$ cat src/rtl/core/hbec_pkg.sv
`timescale 1ns / 1ps
`default_nettype none
package hbec_pkg;

    localparam int COORD_W  = 25;
    localparam int CUT_W    = 18;
    localparam int MAG_W    = COORD_W;          // |a - b| for two coordinates
    localparam int SQ_W     = 2 * MAG_W;
    localparam int D2_W     = SQ_W + 2;         // sum of three squares
    localparam int ROOT_W   = D2_W / 2;
    localparam int RECIP_INT_W = 10;            // 1000 fits in ten bits
    localparam int SCALE_W  = 15;
    localparam int ENERGY_W = 25;               // signed, plus or minus 10^7
    localparam int ELIM_W   = ENERGY_W - 1;

    localparam int RECIP_FRAC_BITS_DEF = 20;

    localparam logic [D2_W-1:0]     GATE_D2   = D2_W'(49000000);
    localparam logic [SCALE_W-1:0]  E_SCALE   = SCALE_W'(27888);
    localparam logic [ELIM_W-1:0]   E_LIMIT   = ELIM_W'(10000000);
    localparam logic [CUT_W-1:0]    CUTOFF_RST = CUT_W'(-500);

endpackage
`default_nettype wire

$ cat src/rtl/core/hbec_dist2.sv
`timescale 1ns / 1ps
`default_nettype none
module hbec_dist2 (
    input  wire logic                                   i_clk,
    input  wire logic                                   i_en,
    input  wire logic signed [hbec_pkg::COORD_W-1:0]    i_ax,
    input  wire logic signed [hbec_pkg::COORD_W-1:0]    i_ay,
    input  wire logic signed [hbec_pkg::COORD_W-1:0]    i_az,
    input  wire logic signed [hbec_pkg::COORD_W-1:0]    i_bx,
    input  wire logic signed [hbec_pkg::COORD_W-1:0]    i_by,
    input  wire logic signed [hbec_pkg::COORD_W-1:0]    i_bz,
    output logic             [hbec_pkg::D2_W-1:0]       o_d2
);

    localparam int DW = hbec_pkg::COORD_W + 1;

    logic signed [DW-1:0]             n_diff [3];
    logic        [hbec_pkg::MAG_W-1:0] r_mag  [3];
    logic        [hbec_pkg::SQ_W-1:0]  r_sq   [3];
    logic        [hbec_pkg::D2_W-1:0]  r_d2;

    always_comb begin
        n_diff[0] = DW'(i_ax) - DW'(i_bx);
        n_diff[1] = DW'(i_ay) - DW'(i_by);
        n_diff[2] = DW'(i_az) - DW'(i_bz);
    end

    always_ff @(posedge i_clk) begin
        if (i_en) begin
            for (int k = 0; k < 3; k++) begin
                r_mag[k] <= n_diff[k][DW-1] ? hbec_pkg::MAG_W'(-n_diff[k])
                                            : hbec_pkg::MAG_W'(n_diff[k]);
                r_sq[k]  <= r_mag[k] * r_mag[k];
            end
            r_d2 <= hbec_pkg::D2_W'(r_sq[0]) + hbec_pkg::D2_W'(r_sq[1])
                  + hbec_pkg::D2_W'(r_sq[2]);
        end
    end

    assign o_d2 = r_d2;

endmodule
`default_nettype wire

$ cat config.mk
export PLATFORM = sky130hd
export DESIGN_NAME = hbec_dist2
export DESIGN_NICKNAME = d
export VERILOG_FILES = /design/src/rtl/core/hbec_pkg.sv /design/src/rtl/core/hbec_dist2.sv
export SDC_FILE = /design/constraint.sdc
export NUM_CORES = 2
export LEC_CHECK = 0
export BUFFER_PORTS_ARGS = -buffer_cell sky130_fd_sc_hd__buf_4
export CORE_MARGIN = 2
export CORE_UTILIZATION = 55
export DETAILED_ROUTE_END_ITERATION = 6
export HOLD_SLACK_MARGIN = 0.05
export PLACE_DENSITY = 0.74
export SLEW_MARGIN = 25
export SYNTH_ARGS = -nofsm -noshare
export SYNTH_HDL_FRONTEND = slang
export SYNTH_SLANG_ARGS = --single-unit
$ cat constraint.sdc
create_clock -name i_clk -period 20.4 [get_ports i_clk]
set_clock_uncertainty 0.15 [all_clocks]
set_input_delay 4.08 -clock i_clk [delete_from_list [all_inputs] [get_ports i_clk]]
set_output_delay 4.08 -clock i_clk [all_outputs]
set_load 0.02 [all_outputs]
# Word level (Yosys, flattened, before mapping)
# Memory sizes are Yosys's and may differ from the RTL's.
# Cells that the tools add are included.
[classes]
n_addsub = 8
multipliers = 3
muxes = 5
[ops]
columns = ["operator", "count"]
rows = [
  ["multiplier 25 x 25 -> 50 bit", 3],
  ["subtractor 25 x 25 -> 26 bit", 3],
  ["two-way mux 25 bit", 3],
  ["negation 25 bit", 3],
  ["adder 51 x 50 -> 52 bit", 1],
  ["adder 50 x 50 -> 51 bit", 1],
  ["two-way mux 1 bit", 2],
]
[word_totals]
register_bits = 52
ram_bits = 225
wordCells = 19
n_memories = 2
[memory_table]
columns = ["name", "words", "width", "read_ports", "rd_clocked_by_memory_dff", "write_ports", "line", "rtl"]
rows = [
  ["r_sq", 3, 50, 3, 0, 3, "hbec_dist2.sv:19", "logic [hbec_pkg::SQ_W-1:0] r_sq [3];"],
  ["r_mag", 3, 25, 3, 0, 3, "hbec_dist2.sv:18", "logic [hbec_pkg::MAG_W-1:0] r_mag [3];"],
]

# Depth between registers and ports, before layout
[depth]
depth_word = 3
mapped_depth = 30
ltp_nobuf = 28

# Least setup slack after synthesis
# No wires, ideal clock.
[synth_timing]
path_kind = "input-to-reg"
from = "input i_az[0] (netlist name)"
to = "memory r_mag[0][71] (netlist name) (data pin)"
arrival_time_ps = 7041
setup_slack_ps = 12948
cell_stages = 14
n_path_buf = 0
cell_sequence = "inv_1 > ha_1 > inv_1 > fa_1 > a21o_1 > a221oi_1 > o21ai_1 > xor2_1 > a2111o_1 > nor3_1 > nand4b_1 > or4_4 > o31ai_4 > xnor2_1"
[synth_rtl]
columns = ["element", "line", "rtl"]
rows = [
  ["start: declaration", "hbec_dist2.sv:8", "input wire logic signed [hbec_pkg::COORD_W-1:0] i_az,"],
  ["end: declaration", "hbec_dist2.sv:18", ""],
]

==> impl_metrics.py <==
metrics = {
    "run_status": {
        "outcome": "complete, no violations",
    },
    "route": {
        "avgRoutedWirePerCell_um": 18.0,
        "drtIter0Drc": 3399,
        "drc": 0,
        "dr.pass1.iters": 6,
        "ant_nets": 0,
        "routed_wl_um": 170000,
        "viasPerCell": 5.38,
        "vias": 50897,
    },
    "sta": {
        "max_slew.worst_pin.slew_ns": 1.12,
        "holdWs_ns": 0.669,
        "fin_crit_ns": 8.51,
        "fin_tns_setup_ns": 0,
        "rsz0062_at_grt": "false",
        "setup_viol": 0,
        "fin_crit_sh_pct": 41.7,
        "max_freq_mhz": 118,
        "slew_viol_final": 0,
        "max_slew_margin_pct": 25.0,
        "worst_slack_ns": 11.89,
        "hold_viol_final": 0,
    },
    "logic_synthesis": {
        "synth-edff-count": 274,
        "yosysSeqAreaShare_pct": 11.5,
        "synthArstFlopShare_pct": 0,
        "synth_area_um2": 71300,
        "yosysWarningCount": 0,
        "synth.avg_cell_area_um2": 9.40,
        "ys_ff_latch": 274,
        "synthCells": 7593,
        "ys.flop_type": "edfxtp_1",
        "netlist-cell-type-count": 99,
    },
    "clock_tree": {
        "root_buffer": "clkbuf_16",
        "clkLatencyLatePin_ns": 0.63,
        "cts_buffers": 37,
        "ctsHoldBuffers": 0,
        "cts_setup_buffers": 0,
        "h-tree-depth": 2,
        "cts_resized": 0,
        "clkTransAtPathRegs_ns": 0.06,
        "cts_tree": "built",
        "cts_sinks": 274,
        "cts_buffer_depth": 3,
    },
    "grt": {
        "grt_usage_pct": 26.7,
        "grt_pass1_wl_um": 280000,
        "grt_pass1_vias": 54683,
        "antenna_found_initial": 5,
        "gr-total-overflow": 0,
        "grt_max_degree": 168,
    },
    "floorplanning": {
        "rows": 132,
        "dieArea_um2": 133000,
        "die_h_um": 364,
        "io_pins": 204,
        "core_um2": 129000,
        "fp.dieW_um": 364,
        "start_util_pct": 55.2,
    },
    "critical_path": {
        "cp_common_cell": "fa_1",
        "slowest_stage": "edfxtp_1",
        "r2r_start": "r_mag[0][61]$_DFFE_PP_",
        "path_cells": "clkinv_1, nor2_1, inv_1, fa_1, fa_1, inv_1, fa_1, inv_1, fa_1, inv_1, fa_1, fa_1, fa_1, ha_1, a21o_1, a21o_1, a221o_1, a22o_1, o21ai_1, o211ai_1, a211oi_1, nor3_1, o31a_1, xor2_1",
        "crit_buf_inv": 5,
        "crit_type": "reg -> reg",
        "cp-startpoint": "r_mag[0][61]$_DFFE_PP_",
        "critPathRequiredTime_ns": 20.59,
        "cpLargestDelayFamily": "adder cells",
        "worstPathMaxFanout": 18,
        "cp_slowest_stage_delay_ns": 0.82,
        "cp-end-kind": "flip-flop",
        "arrival_ns": 8.69,
        "start_kind": "flip-flop",
    },
    "placed_design": {
        "io_buffer_count": 203,
        "dp_hpwl_um": 139000,
        "place_area_um2": 74700,
        "dp_slack_ns": 11.97,
        "gp_congestion": 0.923,
    },
    "final_layout": {
        "syn2layout_area_growth_pct": 6.61,
        "stdcell_area_um2": 76100,
        "layout_commonest_cell": "inv_1",
        "antenna_cells": 0,
        "drive_gt1_share_pct": 5.03,
        "final_nets": 9976,
        "layout_common_cells": "2116 x inv_1, 1451 x fa_1, 688 x ha_1",
    },
    "job": {
        "maxCapViolations": 0,
    },
    "min_path": {
        "worstHoldPathType": "reg -> reg",
        "hold_start": "r_mag[0][25]$_DFFE_PP_",
    },
}
[metrics by stage]
| step | cells | util (%) |
|---|---|---|
| after detailed placement | 9385 | 57.8 |
| after global placement | 9384 | 57.8 |
| after global routing | 9455 | 58.9 |
| after CTS | 9452 | 58.9 |
| after floorplan | 7595 | - |
| final | 9455 | 58.9 |
[Yosys cell counts (all sizes together), types with 34 or more instances]
cell | instances | area [µm²]
inv | 2116 | 7940
fa | 1451 | 29000
ha | 688 | 8610
nand2 | 617 | 2320
and2 | 383 | 2400
edfxtp | 274 | 8230
a21oi | 264 | 1330
nor2 | 263 | 987
xnor2 | 223 | 1950
clkbuf | 206 | 784
o21ai | 175 | 880
a21o | 137 | 1030
xor2 | 116 | 1020
nand3 | 76 | 380
nor3 | 52 | 260
nor2b | 49 | 307
a31oi | 40 | 250
o21bai | 36 | 274
and3 | 34 | 215
[state kept, by name, summed over array words and instances (netlist names)]
signal	cells
r_mag	75
o_d2	52
r_sq	147
[logic make-up after synthesis]
| group | Yosys count | share of synthesized area, % |
|---|---|---|
| adder cells (fa/ha/maj) | 2139 | 52.8 |
| XOR/XNOR | 339 | 4.16 |
| AND/OR/NAND/NOR | 1613 | 11.0 |
| buffers and inverters | 2337 | 12.4 |
| AO/OA/AOI/OAI | 880 | 7.98 |
| other | 1 | 0.00526 |
| multiplexers | 10 | 0.147 |
| flip-flops | 274 | 11.5 |
[area by class of cell]
class	count	area, µm²
Fill cell	11079	53100
Sequential cell	274	8230
Clock inverter	29	383
Clock buffer	38	930
Timing Repair Buffer	269	2070
Tap cell	1742	2180
Multi-Input combinational cell	4984	54300
Inverter	2119	7950
[path summary, 6_finish.rpt]
path	to	slack, ns	cells past startpoint
worst max-delay path	r_sq[0][145]$_DFFE_PP_	11.89	24
worst min-delay path	r_sq[0][50]$_DFFE_PP_	0.67	1
worst min register to register	r_sq[0][50]$_DFFE_PP_	0.67	1
worst max register to register	r_sq[0][145]$_DFFE_PP_	11.89	24
[metal layers]
metal  vias up  global-route usage, %  routed length [µm]
met5         -                      0                  22
met4         4                   9.03                6000
met3       329                   3.53               11000
met2      1620                   45.0               82800
met1     25668                   35.7               70000
li1      23276                      -                   -
Power is not shown: default switching activity piles up to over one toggle a cycle in this logic, so the estimate is an artifact.
