`config.mk`:
```
export PLATFORM = sky130hd
export DESIGN_NAME = hbec_isqrt
export DESIGN_NICKNAME = d
export VERILOG_FILES = /design/src/rtl/core/hbec_pkg.sv /design/src/rtl/core/hbec_isqrt.sv
export SDC_FILE = /design/constraint.sdc
export NUM_CORES = 2
export LEC_CHECK = 0
export BUFFER_PORTS_ARGS = -buffer_cell sky130_fd_sc_hd__buf_4
export CAP_MARGIN = 0
export CORE_MARGIN = 5
export CORE_UTILIZATION = 41
export CTS_BUF_LIST = sky130_fd_sc_hd__clkbuf_4
export DETAILED_ROUTE_END_ITERATION = 6
export PLACE_DENSITY = 0.69
export SLEW_MARGIN = 20
export SYNTH_ARGS = -nofsm -noshare
export SYNTH_HDL_FRONTEND = slang
export SYNTH_SLANG_ARGS = --single-unit
export TNS_END_PERCENT = 5
```
`constraint.sdc`:
```
create_clock -name i_clk -period 3.5 [get_ports i_clk]
set_input_delay 0.525 -clock i_clk [delete_from_list [all_inputs] [get_ports i_clk]]
set_output_delay 0.525 -clock i_clk [all_outputs]
set_load 0.02 [all_outputs]
```
`src/rtl/core/hbec_pkg.sv`:
```
`timescale 1ns / 1ps
`default_nettype none
package hbec_pkg;

    localparam int COORD_W  = 25;
    localparam int CUT_W    = 18;
    localparam int MAG_W    = COORD_W;          // |a - b| for two coordinates
    localparam int SQ_W     = 2 * MAG_W;
    localparam int D2_W     = SQ_W + 2;         // sum of three squares
    localparam int ROOT_W   = D2_W / 2;
    localparam int RECIP_INT_W = 10;            // 1000 fits in ten bits
    localparam int SCALE_W  = 15;
    localparam int ENERGY_W = 25;               // signed, plus or minus 10^7
    localparam int ELIM_W   = ENERGY_W - 1;

    localparam int RECIP_FRAC_BITS_DEF = 20;

    localparam logic [D2_W-1:0]     GATE_D2   = D2_W'(49000000);
    localparam logic [SCALE_W-1:0]  E_SCALE   = SCALE_W'(27888);
    localparam logic [ELIM_W-1:0]   E_LIMIT   = ELIM_W'(10000000);
    localparam logic [CUT_W-1:0]    CUTOFF_RST = CUT_W'(-500);

endpackage
`default_nettype wire

```
`src/rtl/core/hbec_isqrt.sv`:
```
`timescale 1ns / 1ps
`default_nettype none
module hbec_isqrt (
    input  wire logic                            i_clk,
    input  wire logic                            i_en,
    input  wire logic [hbec_pkg::D2_W-1:0]       i_d2,
    output logic      [hbec_pkg::ROOT_W-1:0]     o_root
);

    localparam int NR = hbec_pkg::ROOT_W;
    localparam int DW = hbec_pkg::D2_W;
    localparam int RW = NR + 2;

    logic [NR-1:0] r_root [NR];
    logic [RW-1:0] r_rem  [NR-1];
    logic [DW-1:0] r_rad  [NR-1];

    // one root bit per stage, two radicand bits consumed each time
    for (genvar k = 0; k < NR; k++) begin : g_stage
        logic [RW-1:0] rem_in;
        logic [NR-1:0] root_in;
        logic [DW-1:0] rad_in;
        logic [RW-1:0] t;
        logic [RW-1:0] trial;
        logic          ge;

        if (k == 0) begin : g_first
            assign rem_in  = '0;
            assign root_in = '0;
            assign rad_in  = i_d2;
        end else begin : g_next
            assign rem_in  = r_rem[k-1];
            assign root_in = r_root[k-1];
            assign rad_in  = r_rad[k-1];
        end

        assign t     = {rem_in[RW-3:0], rad_in[DW-1 -: 2]};
        assign trial = {root_in, 2'b01};
        assign ge    = t >= trial;

        always_ff @(posedge i_clk) begin
            if (i_en) begin
                r_root[k] <= {root_in[NR-2:0], ge};
            end
        end

        if (k < NR - 1) begin : g_carry
            always_ff @(posedge i_clk) begin
                if (i_en) begin
                    r_rem[k] <= ge ? t - trial : t;
                    r_rad[k] <= {rad_in[DW-3:0], 2'b00};
                end
            end
        end
    end

    assign o_root = r_root[NR-1];

endmodule
`default_nettype wire

```
After elaboration in Yosys (flattened, before gate mapping)
Memory sizes are Yosys's and may differ from the RTL's.
Index checks and enable logic that the tools add are counted.
{"block": "classes", "addsub": 25, "order_cmp": 26, "muxes": 27}
{"operator": ">= comparator 28 bit", "count": 25}
{"operator": "two-way mux 28 bit", "count": 25}
{"operator": "subtractor 28 bit", "count": 24}
{"operator": "subtractor 2 x 1 -> 3 bit (second input constant)", "count": 1}
{"operator": ">= comparator 2 x 1 -> 1 bit (second input constant)", "count": 1}
{"operator": "two-way mux 1 bit", "count": 2}
{"block": "word_totals", "register_bits": 0, "ramBits": 2626, "in_bits": 54, "output_inout_bits": 26, "wordCells": 81, "n_memories": 3}
{"memory": "r_rad", "depth": 25, "width": 50, "rd": 25, "rd_ports_with_merged_regs": 0, "write_ports": 25, "line_no": "hbec_isqrt.sv:16", "text": "logic [DW-1:0] r_rad [NR-1];"}
{"memory": "r_rem", "depth": 25, "width": 28, "rd": 25, "rd_ports_with_merged_regs": 0, "write_ports": 25, "line_no": "hbec_isqrt.sv:15", "text": "logic [RW-1:0] r_rem [NR-1];"}
{"memory": "r_root", "depth": 26, "width": 26, "rd": 26, "rd_ports_with_merged_regs": 0, "write_ports": 26, "line_no": "hbec_isqrt.sv:14", "text": "logic [NR-1:0] r_root [NR];"}

Depth between registers and ports, before layout
An unclocked memory read counts as a cell.
{"block": "logic_depth", "depth_word": 3, "mapped_depth": 14, "ltp_nobuf": 12}

Least setup slack after synthesis
OpenSTA, ideal clock, no wires.
{"block": "synth_timing", "kind": "flip-flop to flip-flop", "start": "mem r_rem[1][197] (netlist name)", "end": "mem r_rem[1][244] (netlist name) (data pin)", "setup_time_ns": 0.260, "arrival_time_ns": 3.041, "t_required_ns": 3.240, "setup_slack_ns": 0.199, "path_stages_with_launch": 13, "n_path_buf": 2, "synth_period_minus_slack_ns": 3.301, "cell_sequence": "edfxtp_1 > ha_1 > o211ai_1 > a21o_1 > a311oi_1 > a2111oi_0 > o21ai_2 > o211ai_1 > and2_1 > o21a_1 > buf_4 > buf_2 > mux2_2"}
{"item": "start, declared", "line_no": "hbec_isqrt.sv:15"}

==> metrics <==
Slew headroom=40.2%; largest net degree at the start of global routing=103; maximum fanout along the worst path=14; reg2reg end=r_rem[0][312]$_DFFE_PP_; Worst VDD drop=0.328 mV; Pins Over Slew Limit=0; CP Launch Type=flip-flop; grt ovf=0; via count=45.9k; core footprint=0.181 sq mm; CP max-delay cell=nor4_1; post-CTS setup buffers=0; Synth Cell Area=0.0746 sq mm; hold_sp=r_rad[0][787]$_DFFE_PP_; HP Class=reg2reg; Crit. End Element=flip-flop; DRT Pass-1 Iters=6; CP most frequent cell=nor4_1; standard-cell row count=156; clock buffer depth=4; Seq cells post-synth=1616; top_reg_cell synth=edfxtp_1; vias in the first global route=46.4k; initial antenna violation count=3; met3 wire length=6780 microns; Leakage=33.1 nW; FF-to-FF setup slack=0.14 ns; Yosys warning total=0; syn nets=6097; Worst EP arrival=4.39 ns; Total GRT Usage=15.0%; Top Layer Used=met4; Req. time, crit path=4.53 ns; Fin Setup TNS=0 ns; Syn-to-layout area delta=14.4%; Min Hold Slack=0.336 ns; Max Freq=0.298 GHz; gpl congestion=0.912; # clock sinks=1616; Synth async-reset ratio=0%; RSZ-0062 raised after global routing=false; Worst R2R Path Depth=8; first-pass GRT wire length=236000 microns; Met2 Wirelength=69900 microns; Setup-failing EPs final=0; detailed placement HPWL=102000 microns; number of synthesized flops with an enable pin=1616; CP bufs+invs=1; max capacitance violation total=0; max incr delay on CP=0.67 ns; Tmin final=3.36 ns; Starting DRT DRC Count=2776; Worst Tran Pin Value=0.884 ns; Yosys cell types=84; Clock Pin Slew Worst Setup and Hold Paths=0.06 ns; layout filler cell count=15.9k; die span in x=437 microns; Hold Fails Final Rpt=0; Mean Syn Cell Area=13.2 sq um; outcome=completed; DR vias/cell=5.12; crit path kind=reg2reg; share of layout cells above drive strength 1=14.6%; clk_lat worst skew=1.35 ns; per-cell routed wire length=16.1 microns; # IOs=80; cell count after synthesis=5664; clk root buf=clkbuf_4; DRT antenna net count=0; Die ar.=0.191 sq mm; sequential share of the synthesized area=65.0%; worst setup path start=r_rem[0][290]$_DFFE_PP_; DRC Markers=0; Post-Route WL=145000 microns; Worst R2R Start=r_rem[0][290]$_DFFE_PP_; Port Buffer Count=79; delay-heaviest family, CP=simple AND/OR/NAND/NOR gates; Power Density=612 mW/mm^2; die height=437 microns; fin crit share=96.0%; TritonCTS clock tree=yes; critical path depth=8; layout net count=6738; CTS H-tree lvls=5; Post-Route M1 WL=62500 microns; cts bufs inserted=434; crit path cell chain=ha_1 -> nor4_1 -> o31ai_1 -> nor4_1 -> o21ai_2 -> buf_4 -> nor2_1 -> a21oi_1; Clock Skews=0.192 ns; Initial Util=41.2%; critical path endpoint=r_rem[0][312]$_DFFE_PP_
## timing repair
item	4_1_cts	5_1_grt
cloned	0	0
endpoints found under the setup margin	1	51
hold endpoints to repair	1212	0
hold buffers	106	0
resized for setup	1	13
## layout by cell type (no fill, tap or decap), drive strengths merged, types with 77 or more instances in the layout
master       netlist  routed
a21o             140     140
a21oi            302     302
buf               15     201
clkbuf            87     602
clkinv             0     103
dlygate4sd3        0     106
edfxtp          1616    1616
ha               379     379
inv              466     474
nand2            381     381
nand2b            77      77
nand3             83      83
nor2             317     317
nor3             139     139
o21a              82      82
o21ai            326     326
xnor2            271     271
xor2             231     231
## worst min path at each step
stage / end / slack [ns] / cells after the start
final: r_rad[1][39]$_DFFE_PP_ / 0.34 / 0
after global routing: r_rad[0][19]$_DFFE_PP_ / 0.20 / 2
after CTS: r_rad[0][19]$_DFFE_PP_ / 0.12 / 2
after detailed placement: r_rad[0][110]$_DFFE_PP_ / 0.40 / 0
after global placement: r_rad[0][488]$_DFFE_PP_ / 0.40 / 0
after floorplan: r_rad[0][104]$_DFFE_PP_ / 0.40 / 0
## synth_stat cells, drive strengths merged (62+ instances only)
| library cell | count | share of area (%) |
|---|---|---|
| o21a | 82 | 0.82 |
| edfxtp | 1616 | 65 |
| a21oi | 302 | 2.0 |
| nor2 | 317 | 1.6 |
| nand2 | 381 | 1.9 |
| nand3 | 83 | 0.56 |
| xor2 | 231 | 2.7 |
| ha | 379 | 6.4 |
| xnor2 | 271 | 3.2 |
| inv | 466 | 2.3 |
| nor4 | 68 | 0.57 |
| clkbuf | 87 | 0.44 |
| nand2b | 77 | 0.65 |
| a21o | 140 | 1.4 |
| nor2b | 62 | 0.52 |
| nor3 | 139 | 0.95 |
| o21ai | 326 | 2.2 |
## worst reg2reg max path, cell delays in order (launching register included)
cell	delay, ns
edfxtp_1	0.39
ha_1	0.32
nor4_1	0.67
o31ai_1	0.26
nor4_1	0.59
o21ai_2	0.41
buf_4	0.30
nor2_1	0.10
a21oi_1	0.06
## final cells by class
type                       count  area, sq um  share of cell area (%)
antenna                        8         20.0                  0.0235
clock buffer                 602         4520                    5.29
clock inverter               114          544                   0.638
inverter                     466         1750                    2.05
multi-input combinational   3480        24000                    28.2
sequential                  1616        48500                    56.8
tap                         2370         2970                    3.47
timing repair buffer         307         3000                    3.52
## report_power, final
part | total, mW | internal (mW) | switching (mW)
Clock | 15.5 | 8.08 | 7.40
Sequential | 26.0 | 24.5 | 1.54
Combinational | 10.8 | 4.81 | 5.96
## metrics by stage
stage	instance area [sq um]	total power [mW]	setup slack, ns	cells	util (%)
final	85400	52.2	0.140	8963	47.2
after global routing	85400	55.6	0.00294	8963	47.2
after CTS	85300	53.1	0.0113	8955	47.1
after detailed placement	79200	37.0	0.0679	8133	43.8
after global placement	79200	36.8	0.0886	8133	43.8
after floorplan	74600	33.5	0.199	5664	-
## layer usage
layer	up-vias	track usage [%]
li1	22600	-
met1	21900	18.7
met2	1113	25.0
met3	359	3.32
met4	0	6.95
met5	-	0
## state kept, by name, indices dropped and copies added, names as in the netlist
| name | flops |
|---|---|
| r_root | 351 |
| r_rem | 615 |
| r_rad | 650 |
## cell families (layout without fill, tap and decap cells)
group	after synthesis	after routing	share of synthesized area, %
AND/OR/NAND/NOR	1395	1395	9.28
flip-flops	1616	1616	65.0
other	1	9	0.00503
adder cells (fa/ha/maj)	379	379	6.35
buffers and inverters	568	1489	2.89
XOR/XNOR	502	502	5.89
AO/OA/AOI/OAI	1135	1135	9.53
multiplexers	68	68	1.01
(Power assumes the default switching activity.)
