<file path="src/rtl/core/hbec_pkg.sv">
`timescale 1ns / 1ps
`default_nettype none
package hbec_pkg;

    localparam int COORD_W  = 25;
    localparam int CUT_W    = 18;
    localparam int MAG_W    = COORD_W;          // |a - b| for two coordinates
    localparam int SQ_W     = 2 * MAG_W;
    localparam int D2_W     = SQ_W + 2;         // sum of three squares
    localparam int ROOT_W   = D2_W / 2;
    localparam int RECIP_INT_W = 10;            // 1000 fits in ten bits
    localparam int SCALE_W  = 15;
    localparam int ENERGY_W = 25;               // signed, plus or minus 10^7
    localparam int ELIM_W   = ENERGY_W - 1;

    localparam int RECIP_FRAC_BITS_DEF = 20;

    localparam logic [D2_W-1:0]     GATE_D2   = D2_W'(49000000);
    localparam logic [SCALE_W-1:0]  E_SCALE   = SCALE_W'(27888);
    localparam logic [ELIM_W-1:0]   E_LIMIT   = ELIM_W'(10000000);
    localparam logic [CUT_W-1:0]    CUTOFF_RST = CUT_W'(-500);

endpackage
`default_nettype wire

</file>
<file path="src/rtl/core/hbec_recip.sv">
`timescale 1ns / 1ps
`default_nettype none
module hbec_recip #(
    parameter int RECIP_FRAC_BITS = hbec_pkg::RECIP_FRAC_BITS_DEF
) (
    input  wire logic                                         i_clk,
    input  wire logic                                         i_en,
    input  wire logic [hbec_pkg::ROOT_W-1:0]                  i_root,
    output logic [RECIP_FRAC_BITS+hbec_pkg::RECIP_INT_W-1:0]  o_recip
);

    localparam int QW = RECIP_FRAC_BITS + hbec_pkg::RECIP_INT_W;
    localparam int DW = hbec_pkg::ROOT_W;
    localparam int RW = DW + 1;
    localparam logic [QW-1:0] NUM = {hbec_pkg::RECIP_INT_W'(1000),
                                     {RECIP_FRAC_BITS{1'b0}}};

    logic [QW-1:0] r_q   [QW];
    logic [RW-1:0] r_rem [QW-1];
    logic [DW-1:0] r_d   [QW-1];
    logic [DW-1:0] n_d0;

    // coincident atoms count as one milli-angstrom apart
    assign n_d0 = (i_root == '0) ? DW'(1) : i_root;

    // restoring division, one quotient bit per stage
    for (genvar j = 0; j < QW; j++) begin : g_stage
        logic [RW-1:0] rem_in;
        logic [QW-1:0] q_in;
        logic [DW-1:0] d_in;
        logic [RW-1:0] sh;
        logic          ge;

        if (j == 0) begin : g_first
            assign rem_in = '0;
            assign q_in   = '0;
            assign d_in   = n_d0;
        end else begin : g_next
            assign rem_in = r_rem[j-1];
            assign q_in   = r_q[j-1];
            assign d_in   = r_d[j-1];
        end

        assign sh = {rem_in[DW-1:0], NUM[QW-1-j]};
        assign ge = sh >= {1'b0, d_in};

        always_ff @(posedge i_clk) begin
            if (i_en) begin
                r_q[j]   <= {q_in[QW-2:0], ge};
            end
        end

        if (j < QW - 1) begin : g_carry
            always_ff @(posedge i_clk) begin
                if (i_en) begin
                    r_rem[j] <= ge ? sh - {1'b0, d_in} : sh;
                    r_d[j]   <= d_in;
                end
            end
        end
    end

    assign o_recip = r_q[QW-1];

endmodule
`default_nettype wire

</file>
<file path="config.mk">
export PLATFORM = sky130hd
export DESIGN_NAME = hbec_recip
export DESIGN_NICKNAME = d
export VERILOG_FILES = /design/src/rtl/core/hbec_pkg.sv /design/src/rtl/core/hbec_recip.sv
export SDC_FILE = /design/constraint.sdc
export NUM_CORES = 2
export LEC_CHECK = 0
export BUFFER_PORTS_ARGS = -buffer_cell sky130_fd_sc_hd__buf_2
export CORE_MARGIN = 2
export CORE_UTILIZATION = 48
export CTS_BUF_LIST = sky130_fd_sc_hd__clkbuf_4
export DETAILED_ROUTE_END_ITERATION = 8
export PLACE_DENSITY = 0.59
export SLEW_MARGIN = 20
export SYNTH_ARGS = -nofsm -noshare
export SYNTH_HDL_FRONTEND = slang
export SYNTH_SLANG_ARGS = --single-unit
</file>
<file path="constraint.sdc">
create_clock -name i_clk -period 5 [get_ports i_clk]
set_clock_uncertainty 0.1 [all_clocks]
set_input_delay 0.75 -clock i_clk [delete_from_list [all_inputs] [get_ports i_clk]]
set_output_delay 0.75 -clock i_clk [all_outputs]
set_load 0.03 [all_outputs]
</file>
Word level (Yosys, flattened, before mapping)
Memories as Yosys holds them, arrays and structs flattened.
Cells that the tools add are included.
W data, S select, Z words.

word-level totals
  flip-flop bits (word level) = 0
  RAM bits = 2437
  input port bits = 28
  output and inout bits = 30
  logic and storage cells = 95
  memories kept = 3

memories
  name   depth  width  rd ports  clocked after memory_dff  write ports  line              text
  r_q    30     30     30        0                         30           hbec_recip.sv:18  logic [QW-1:0] r_q [QW];
  r_rem  29     27     29        0                         29           hbec_recip.sv:19  logic [RW-1:0] r_rem [QW-1];
  r_d    29     26     29        0                         29           hbec_recip.sv:20  logic [DW-1:0] r_d [QW-1];

cells by class
  $add $sub $neg = 29
  magnitude comparators = 30
  multiplexer cells = 32
  reduce and logical (&&, ||, !) cells = 1

operators by type and width
  operator                 number
  $ge A27 B26 Y1           29
  $mux W27                 29
  $sub A27 B26 Y27         28
  $sub A1 B26 Y27 const A  1
  $ge A1 B26 Y1 const A    1
  $logic_not A26 Y1        1
  $mux W26                 1
  $mux W1                  2

Longest topological paths before layout
  word-level depth = 4
  mapped depth = 15
  gate-level depth less buffers = 14

Worst setup path before layout
OpenSTA, ideal clock, no wires.

  path type = register to register
  start = memory r_rem[0][378] (netlist name)
  end = memory r_rem[0][414] (netlist name) (data pin)
  setup time = 262 ps
  arrival = 3341 ps
  data required time = 4638 ps
  setup slack = 1297 ps
  stages on the path, launching flop included = 13
  buffers on the path = 1
  period minus slack after synthesis = 3703 ps
  cells stage by stage = edfxtp_1 ha_1 nor2b_1 o31ai_2 a211oi_1 o41ai_4 o22ai_2 a21oi_2 a21oi_1 a211o_1 a211oi_4 buf_6 mux2_1

RTL lines
  what         line
  from (decl)  hbec_recip.sv:19

==> impl_metrics.prom <==
# TYPE chip_impl_metric gauge
chip_impl_metric{name="max_cap_violations",unit=""} 0
chip_impl_metric{name="synth_compound_gate_area_share",unit="%"} 12.77
chip_impl_metric{name="dieHeight",unit="um"} 471.8
chip_impl_metric{name="final-max-slew-violation-count",unit=""} 0
chip_impl_metric{name="postRouteWirelength",unit="um"} 233100
chip_impl_metric{name="timing.final.crit_share",unit="%"} 86.93
chip_impl_metric{name="final-seq-area",unit="um2"} 59250
chip_impl_info{name="synth.largest_area_cell",value="edfxtp_1"} 1
chip_impl_metric{name="syn-instance-count",unit=""} 8769
chip_impl_metric{name="worstPathMaxFanout",unit=""} 22
chip_impl_metric{name="post-route-util",unit="%"} 53.53
chip_impl_info{name="rsz0062_at_grt",value="false"} 1
chip_impl_metric{name="timing.reg2reg.setup_slack",unit="ns"} 0.65
chip_impl_metric{name="final_layout_size_suffix_gt1_share",unit="%"} 14.29
chip_impl_metric{name="critical_path_arrival",unit="ns"} 5.25
chip_impl_metric{name="hold_viol",unit=""} 0
chip_impl_metric{name="drc",unit=""} 0
chip_impl_metric{name="timing_worst_slew_pin_value",unit="ns"} 1.080
chip_impl_metric{name="clock_transition_at_the_registers_of_the_reported_paths",unit="ns"} 0.06
chip_impl_metric{name="totalNegativeSetupSlack",unit="ns"} 0
chip_impl_metric{name="synth-xor-area-share",unit="%"} 4.970
chip_impl_metric{name="cts_sinks",unit=""} 1973
chip_impl_metric{name="post-synth-top-area-fraction",unit="%"} 56.41
chip_impl_metric{name="power_report.internal_total",unit="mW"} 46.79
chip_impl_info{name="setup.worst_path.end_class",value="flop"} 1
chip_impl_metric{name="finalNetCount",unit=""} 10159
chip_impl_metric{name="die_width",unit="um"} 471.8
chip_impl_metric{name="clk_latency",unit="ns"} 1.34
chip_impl_metric{name="number_of_warning_messages_in_the_yosys_log",unit=""} 0
chip_impl_metric{name="grt_first_pass_wirelength",unit="um"} 364900
chip_impl_metric{name="report.final.setup_viol",unit=""} 0
chip_impl_metric{name="yosysUniqueCellTypes",unit=""} 88
chip_impl_metric{name="cts_inserted_buffers",unit=""} 556
chip_impl_metric{name="cp_data_required_time",unit="ns"} 5.90
chip_impl_metric{name="stdcell_count",unit=""} 12581
chip_impl_info{name="worst_hold_path.endpoint",value="r_rem[0][1]$_SDFFCE_PN0P_"} 1
chip_impl_info{name="ys_top_cells_by_area",value="edfxtp_1, ha_1, mux2_2"} 1
chip_impl_metric{name="dp_hpwl",unit="um"} 169900
chip_impl_metric{name="nFillCells",unit=""} 18900
chip_impl_info{name="worstSetupPathType",value="flop to flop"} 1
chip_impl_metric{name="seqPwrFrac",unit="%"} 36.5
chip_impl_metric{name="grt.total_usage",unit="%"} 20.57
chip_impl_metric{name="peakVddDrop",unit="uV"} 310.7
chip_impl_metric{name="slew_headroom",unit="%"} 27.12
chip_impl_metric{name="post_synth_mux_area_share",unit="%"} 4.273
chip_impl_info{name="run_status",value="finished clean"} 1
chip_impl_metric{name="synth_enable_flop_cells",unit=""} 1973
chip_impl_metric{name="power_per_cell_area",unit="nW/um2"} 637.8
chip_impl_metric{name="postSynthAreaPerCell",unit="um2"} 11.98
chip_impl_metric{name="grt_util_met2",unit="%"} 35.89
chip_impl_metric{name="synth.cell_area",unit="um2"} 105000
chip_impl_metric{name="gpl.final_weighted_congestion",unit=""} 0.8819
chip_impl_metric{name="multi_input_area",unit="um2"} 41740
chip_impl_info{name="clk_root_buffer_cell",value="clkbuf_4"} 1
chip_impl_metric{name="routed_via_density",unit=""} 5.446
chip_impl_metric{name="ys_seq_area_share",unit="%"} 56.41
chip_impl_info{name="hold_path.class",value="primary input to flop"} 1
chip_impl_info{name="min_from",value="i_root[1]"} 1
chip_impl_metric{name="avgRoutedWirePerCell",unit="um"} 18.53
chip_impl_metric{name="fmax",unit="MHz"} 230.1
chip_impl_metric{name="gr-usage-met1",unit="%"} 25.49
chip_impl_metric{name="postSynthRegisterBits",unit=""} 1973
chip_impl_metric{name="fraction_of_the_mapped_netlist_area_in_simple_logic_gates",unit="%"} 8.111
chip_impl_metric{name="power.static_leakage",unit="nW"} 47.53
chip_impl_metric{name="post_cts_setup_buffer_count",unit=""} 0
chip_impl_metric{name="drt_iter0_drcs",unit=""} 4534
chip_impl_metric{name="routed-via-count",unit=""} 68520
chip_impl_metric{name="synth_fa_ha_area_share",unit="%"} 9.456
chip_impl_info{name="reg2reg_from",value="r_rem[0][189]$_SDFFCE_PN0P_"} 1
chip_impl_metric{name="postSynth.asyncResetShare",unit="%"} 0
chip_impl_metric{name="first_global_vias",unit=""} 68292
chip_impl_metric{name="core",unit="um2"} 217400
chip_impl_info{name="busiest_layer",value="met2"} 1
chip_impl_metric{name="drt.antenna.violating_nets",unit=""} 0
chip_impl_metric{name="clock_power_share",unit="%"} 19.2
chip_impl_metric{name="total_switching_power",unit="mW"} 27.42
chip_impl_info{name="netlist_top_cells_count",value="edfxtp_1, inv_1, ha_1"} 1
chip_impl_metric{name="hold_ws",unit="ns"} 0.2405
chip_impl_metric{name="start_util",unit="%"} 48.32
chip_impl_metric{name="hold-path-cell-count",unit=""} 3
chip_impl_metric{name="placement.io_buffers",unit=""} 57
chip_impl_metric{name="area_growth",unit="%"} 10.78
chip_impl_info{name="synth_flop_cell",value="edfxtp_1"} 1
chip_impl_metric{name="rows",unit=""} 171
chip_impl_info{name="critical_path.startpoint_type",value="flop"} 1
chip_impl_metric{name="r2r_cells",unit=""} 12
chip_impl_metric{name="numPlacedInstances",unit=""} 11595
chip_impl_metric{name="global_route.usage.met3",unit="%"} 3.720
chip_impl_metric{name="top_level_i_o_count",unit=""} 58
chip_impl_metric{name="grt_max_degree",unit=""} 150
chip_impl_metric{name="dieArea",unit="um2"} 222600
chip_impl_metric{name="timing.final.crit_period",unit="ns"} 4.346
chip_impl_metric{name="netSwitchingFraction",unit="%"} 36.95
chip_impl_metric{name="antenna_found_initial",unit=""} 6
chip_impl_info{name="worstReg2RegEnd",value="r_rem[0][217]$_DFFE_PP_"} 1
chip_impl_info{name="synth_top_family_by_area",value="compound AO/OA/AOI/OAI gates"} 1
chip_impl_metric{name="ctsLongestPathBuffers",unit=""} 4
chip_impl_info{name="synth.most_common_cell",value="edfxtp_1"} 1
chip_impl_metric{name="drt_first_pass_iters",unit=""} 6
chip_impl_metric{name="overflow",unit=""} 0
chip_impl_metric{name="power_frac_comb",unit="%"} 44.2
chip_impl_metric{name="clock_tree.htree_level_count",unit=""} 6
chip_impl_info{name="tritoncts_clock_tree",value="built"} 1
[critical path, cell delays in order (launching register included)]
cell and delay [ns]:
edfxtp_1 0.43, ha_1 0.34, nor2b_1 0.15, o31a_1 0.28
o41ai_1 0.56, o211ai_1 0.25, o31a_1 0.36, a31oi_1 0.30
o21ai_1 0.14, o211ai_1 0.21, a21o_1 0.26, buf_4 0.33
mux2_2 0.37
[state kept, by name, summed over array words and instances, names as in the netlist]
signal	cells
r_rem	754
r_q	465
r_d	754
[cell type report]
cell class / instances / share of cell area [%]
clock inverter: 171 / 0.8860
timing repair buffer: 186 / 1.379
sequential: 1973 / 50.92
clock buffer: 749 / 4.832
tap: 2854 / 3.069
antenna: 11 / 0.02366
inverter: 936 / 3.019
multi-input combinational: 5701 / 35.87
[cell usage in the layout, fill, tap and decap left out, drive strengths merged, types with 69 or more instances in the layout]
master,Yosys,routed
buf,44,133
clkinv,0,139
nand3,136,136
nand2b,88,88
clkbuf,126,749
edfxtp,1973,1973
a211oi,69,69
o21ai,468,468
o21bai,86,86
a21o,313,313
nor2,504,504
o21a,79,79
a21oi,709,709
nand4,95,95
ha,749,749
xor2,221,221
inv,936,950
mux2,387,387
xnor2,375,375
nor3,99,99
a31oi,79,79
nor2b,108,108
nand2,503,503
[kinds of logic after synthesis]
family,after synthesis
AOI/OAI and AO/OA,2131
DFF,1973
and+or+nand+nor,1785
buffers and inverters,1106
adders and majority gates,777
xor gates and xnor gates,596
muxes,400
other,1
[worst max-delay path by stage]
stage | slack [ns] | to | depth (start not counted) | start
floorplan | 1.30 | r_rem[0][414]$_DFFE_PP_ | 12 | r_rem[0][378]$_SDFFCE_PN0P_
global placement | 0.77 | r_rem[0][217]$_DFFE_PP_ | 12 | r_rem[0][189]$_SDFFCE_PN0P_
detailed placement | 0.67 | r_rem[0][229]$_DFFE_PP_ | 12 | r_rem[0][189]$_SDFFCE_PN0P_
CTS | 0.65 | r_rem[0][229]$_DFFE_PP_ | 12 | r_rem[0][189]$_SDFFCE_PN0P_
global route | 0.34 | r_rem[0][219]$_DFFE_PP_ | 12 | r_rem[0][189]$_SDFFCE_PN0P_
finish | 0.65 | r_rem[0][217]$_DFFE_PP_ | 12 | r_rem[0][189]$_SDFFCE_PN0P_
[power by group through the flow]
stage	logic [mW]	clock network (mW)	registers, mW
after floorplan	25.7	0	25.9
after global placement	31.9	0	27.6
after detailed placement	32.4	0	27.6
after CTS	32.7	14.9	27.3
after global routing	36.6	15.8	27.5
final	32.8	14.3	27.1
[what timing repair did]
| item | 4_1_cts | 5_1_grt |
|---|---|---|
| hold buffers | 53 | 0 |
| gates resized for setup | 0 | 0 |
| endpoints found under the hold margin | 358 | 0 |
[routing by layer]
layer  part of all wire, %  wire, um  up-vias
met5                0.0082        19        -
met4                   2.9      6776        2
met3                   4.6     10690      447
met2                    50    116300     1629
met1                    43     99330    32672
li1                      -         -    33770
[metrics by stage]
step                area [um2]  power (mW)  worst slack, ns
global placement        109100       59.53           0.7667
detailed placement      109100       59.98           0.6702
CTS                     116300       74.88           0.6472
finish                  116400       74.21           0.6537
global route            116400       79.92           0.3411
floorplan               105100       51.56            1.297
Power figures use the tool's default switching activity.
